$ cat src/tpc_pkg.sv
// ----------------------------------------------------------------------------
// tpc_pkg
// shared types, pipeline depths and the arctangent table of the curvature unit
// ----------------------------------------------------------------------------
package tpc_pkg;

   typedef logic signed [31:0] coord_type;
   typedef logic signed [31:0] kappa_type;

   localparam int SqrtStages  = 32;
   localparam int DivStages   = 32;
   localparam int CordicSteps = 30;
   localparam int CordicDepth = CordicSteps + 4;
   localparam int FrontStages = 5;
   localparam int BackStages  = 3;
   localparam int PipeDepth   = FrontStages + CordicDepth + BackStages + DivStages;
   localparam int NormMsb     = 29;

   localparam logic signed [33:0] HalfPiQ30 = 34'sd1686629713;

   function automatic logic [30:0] atan_q30(input logic [4:0] idx);
      logic [30:0] val;
      case (idx)
         5'd0:    val = 31'd843314857;
         5'd1:    val = 31'd497837829;
         5'd2:    val = 31'd263043837;
         5'd3:    val = 31'd133525159;
         5'd4:    val = 31'd67021687;
         5'd5:    val = 31'd33543516;
         5'd6:    val = 31'd16775851;
         5'd7:    val = 31'd8388437;
         5'd8:    val = 31'd4194283;
         5'd9:    val = 31'd2097149;
         5'd10:   val = 31'd1048576;
         5'd11:   val = 31'd524288;
         5'd12:   val = 31'd262144;
         5'd13:   val = 31'd131072;
         5'd14:   val = 31'd65536;
         5'd15:   val = 31'd32768;
         5'd16:   val = 31'd16384;
         5'd17:   val = 31'd8192;
         5'd18:   val = 31'd4096;
         5'd19:   val = 31'd2048;
         5'd20:   val = 31'd1024;
         5'd21:   val = 31'd512;
         5'd22:   val = 31'd256;
         5'd23:   val = 31'd128;
         5'd24:   val = 31'd64;
         5'd25:   val = 31'd32;
         5'd26:   val = 31'd16;
         5'd27:   val = 31'd8;
         5'd28:   val = 31'd4;
         5'd29:   val = 31'd2;
         default: val = '0;
      endcase
      return val;
   endfunction

endpackage

$ cat src/tpc_isqrt.sv
// ----------------------------------------------------------------------------
// tpc_isqrt
// pipelined floor square root, 64-bit radicand, two radicand bits per stage
// ----------------------------------------------------------------------------
module tpc_isqrt (
   input  logic        clock,
   input  logic        en,
   input  logic [63:0] rad,
   output logic [31:0] root
);
   import tpc_pkg::*;

   logic [63:0] v_ff    [SqrtStages];
   logic [34:0] r_ff    [SqrtStages];
   logic [31:0] root_ff [SqrtStages];

   for (genvar g = 0; g < SqrtStages; g++) begin : g_stage
      logic [63:0] vi;
      logic [34:0] ri;
      logic [31:0] qi;
      logic [34:0] r2;
      logic [34:0] trial;
      logic        ge;

      if (g == 0) begin : g_first
         assign vi = rad;
         assign ri = '0;
         assign qi = '0;
      end else begin : g_next
         assign vi = v_ff[g-1];
         assign ri = r_ff[g-1];
         assign qi = root_ff[g-1];
      end

      assign r2    = {ri[32:0], vi[63:62]};
      assign trial = {1'b0, qi, 2'b01};
      assign ge    = r2 >= trial;

      always_ff @(posedge clock) begin
         if (en) begin
            v_ff[g]    <= {vi[61:0], 2'b00};
            r_ff[g]    <= ge ? r2 - trial : r2;
            root_ff[g] <= {qi[30:0], ge};
         end
      end
   end

   assign root = root_ff[SqrtStages-1];

endmodule

$ cat config.mk
export PLATFORM = sky130hd
export DESIGN_NAME = tpc_isqrt
export DESIGN_NICKNAME = d
export VERILOG_FILES = /design/src/tpc_pkg.sv /design/src/tpc_isqrt.sv
export SDC_FILE = /design/constraint.sdc
export NUM_CORES = 2
export LEC_CHECK = 0
export BUFFER_PORTS_ARGS = -buffer_cell sky130_fd_sc_hd__buf_2
export CORE_MARGIN = 5
export CORE_UTILIZATION = 50
export CTS_BUF_LIST = sky130_fd_sc_hd__clkbuf_4 sky130_fd_sc_hd__clkbuf_8
export CTS_CLUSTER_SIZE = 25
export DETAILED_ROUTE_END_ITERATION = 6
export PLACE_DENSITY = 0.66
export SYNTH_ARGS = -nofsm -noshare
export SYNTH_HDL_FRONTEND = slang
export SYNTH_MEMORY_MAX_BITS = 65536
export SYNTH_SLANG_ARGS = --single-unit
$ cat constraint.sdc
create_clock -name clock -period 10.9 [get_ports clock]
set_input_delay 2.18 -clock clock [delete_from_list [all_inputs] [get_ports clock]]
set_output_delay 2.18 -clock clock [all_outputs]
set_load 0.02 [all_outputs]
==> metrics.csv <==
metric,value,unit
Area growth syn-to-layout,10.6,%
Netlist cell types,85,
async set or reset register ratio after synthesis,0,%
Synth Net Count,9632,
Mapped Avg Cell Area,12.9,um^2
Via density,5.51,
Critical Path Sink Type,flop,
final worst-path cycle share,41.2,%
Skew-Pair Late Insertion Delay,1090,ps
GRT Residual Overflow,0,
register bit total from synthesis,2494,
Min-Delay Endpoint,v_ff[11][50],
register-to-register setup slack,6410,ps
worst path required time,11670,ps
CP Max Fanout,39,
die area,0.243,mm^2
drt wl/cell,18.2,um
final WL,232,mm
Post-Syn Instances,9005,
Slew HR,9.67,%
power per cell area,206,mW/mm^2
synthesized area,0.116,mm^2
TritonCTS Buffers,417,
Core Rows,177,
DRT iter0 DRCs,5530,
unrepaired setup endpoints after global routing,no,
Final Setup Violations,0,
GPL Wtd Cong,0.905,
Pleak,49.5,nW
initial antenna violation count,3,
Hold Crit Class,reg2reg,
CTS tree,done,
worst-case clock buffer depth,4,
I/O pin count,98,
register area share after synthesis,64.3,%
clock skew,86.9,ps
Port Buffers,97,
share of cells above drive strength 1,9.78,%
via count,70300,
Core ar.,0.232,mm^2
GRT Total Usage,18.8,%
Total Nets Final,10000,
clock root cell,clkbuf_8,
vias in the first global route,69400,
CTS Sinks,2494,
hold path cells,0,
worst-margin pin slew,1340,ps
worst reg2reg path startpoint,r_ff[16][4],
die outline width,493,um
sequential cell area,0.0749,mm^2
max-cap viol count,0,
Setup TNS Final,0,ps
placed insts,12000,
Final Max Slew Viols,0,
Post-CTS Hold Buffers,0,
global-route wire length before repair,369,mm
r2r endpoint,r_ff[17][25],
multi-input logic area,0.0383,mm^2
drt pass-1 iters,6,
Crit Path Category,reg2reg,
Final Critical Period,4490,ps
run status,finished clean,
YS warnings,0,
DP HPWL,163,mm
Worst R2R Path Depth,11,
worst hold start,v_ff[10][48],
drt drc,0,
Worst Setup Start Kind,flop,
pin count of the biggest net entering global routing,199,
die height,493,um
Tot Pwr,0.0266,W
number of synthesized flops with an enable pin,2494,
Fill cells,18900,
fmax,0.223,GHz
DRT antenna net count,0,
Initial Util,50.2,%
Layout Cells excl Fill,12700,
Resize count post-CTS,0,
"Reg clk slew, reported paths",60,ps
Main synth FF type,edfxtp_1,
final hold vios,0,
Worst VDD drop,0.120,mV
CP arrival,5260,ps
postcts setup bufs,0,
CTS H-tree depth,5,
-- how the worst max path moves through the flow --
stage / cells past startpoint / slack [ps] / endpoint / start
floorplan: 10 / 7460 / r_ff[23][14] / r_ff[22][2]
detailed placement: 3 / 5880 / root_ff[29][7] / en
CTS: 11 / 6420 / r_ff[17][25] / r_ff[16][4]
finish: 11 / 6410 / r_ff[17][25] / r_ff[16][4]
global route: 11 / 6110 / r_ff[17][25] / r_ff[16][4]
global placement: 3 / 5990 / root_ff[29][7] / en
-- layer usage --
metal,wire (um),vias up,global-route usage (%)
li1,-,34200,-
met1,98900,33700,24.3
met2,114000,1777,32.2
met3,10700,551,2.85
met4,8640,0,7.11
met5,0,-,0
-- worst max-delay path, cell delays in order, from the launching register on --
cell,delay (ps)
edfxtp_1,400
ha_1,370
a21o_1,210
a21o_1,170
a21o_1,200
o311ai_0,950
o211a_1,1000
inv_1,360
nand3_1,210
a211o_1,150
nor2_1,60
xor2_1,140
-- registers in the layout, summed over array words and instances, names as in the netlist --
signal,flops
root_ff,528
v_ff,992
r_ff,974
-- metrics by stage --
step / utilization, % / area, um^2 / setup WS (ps) / hold slack [ps]
after floorplan: - / 116000 / 7460 / 400
after global placement: 52.0 / 121000 / 5990 / 400
after detailed placement: 52.0 / 121000 / 5880 / 405
after CTS: 55.4 / 129000 / 6420 / 336
after global routing: 55.5 / 129000 / 6110 / 352
final: 55.5 / 129000 / 6410 / 358
-- cells in the mapped netlist, drive strengths merged (14+ instances only) --
cell type | n | area share (%)
nor4 | 110 | 0.61
o41ai | 14 | 0.11
nor4b | 18 | 0.14
o31ai | 64 | 0.41
or4 | 59 | 0.39
nand3b | 37 | 0.24
and3 | 70 | 0.38
a31oi | 59 | 0.32
o21bai | 45 | 0.29
nand4 | 85 | 0.46
and4 | 18 | 0.14
a21oi | 546 | 2.3
a41oi | 14 | 0.11
xor2 | 400 | 3.0
or2 | 40 | 0.21
mux2 | 98 | 0.95
nand2b | 104 | 0.56
o21ai | 485 | 2.1
buf | 26 | 0.097
nand2 | 591 | 1.9
o211ai | 34 | 0.22
a211o | 14 | 0.11
nor2b | 89 | 0.48
and2 | 32 | 0.17
clkbuf | 146 | 0.47
nor3b | 15 | 0.097
a21boi | 29 | 0.19
nor2 | 547 | 1.8
a21o | 248 | 1.6
nor3 | 222 | 0.96
or3 | 110 | 0.59
nand3 | 139 | 0.60
xnor2 | 390 | 2.9
edfxtp | 2494 | 64
ha | 561 | 6.0
inv | 716 | 2.3
a211oi | 39 | 0.26
o21a | 116 | 0.75
o31a | 14 | 0.11
-- layout make-up --
type | count | area share (%)
diodes | 9 | 0.0175
clock inverters | 208 | 1.20
flip-flops and latches | 2494 | 58.2
repair buffers | 141 | 0.776
multi-input cells | 5623 | 29.7
inverters | 716 | 2.09
well taps | 3043 | 2.96
clock buffers | 515 | 5.05
-- where the power goes --
group          switching, W  internal, W
combinational       0.00318      0.00237
clock               0.00363      0.00445
sequential         0.000787       0.0121
total               0.00760       0.0190
-- placed cells by master, fill, tap and decap left out, drive strengths merged, types with 116 or more instances in the layout --
master,count
inv,720
a21o,248
nand2,591
clkinv,170
ha,561
xor2,400
nand3,139
clkbuf,515
a21oi,546
xnor2,390
nor3,222
o21ai,485
o21a,116
nor2,547
buf,140
edfxtp,2494
-- kinds of logic after synthesis --
group / share of synthesized area (%)
adders and majority gates: 6.03
buffers and inverters: 2.88
AOI/OAI and AO/OA: 9.88
xor gates and xnor gates: 5.94
muxes: 1.02
other: 0.00322
DFF: 64.3
and+or+nand+nor: 9.92
No activity file was read; power rests on OpenSTA's default activity.
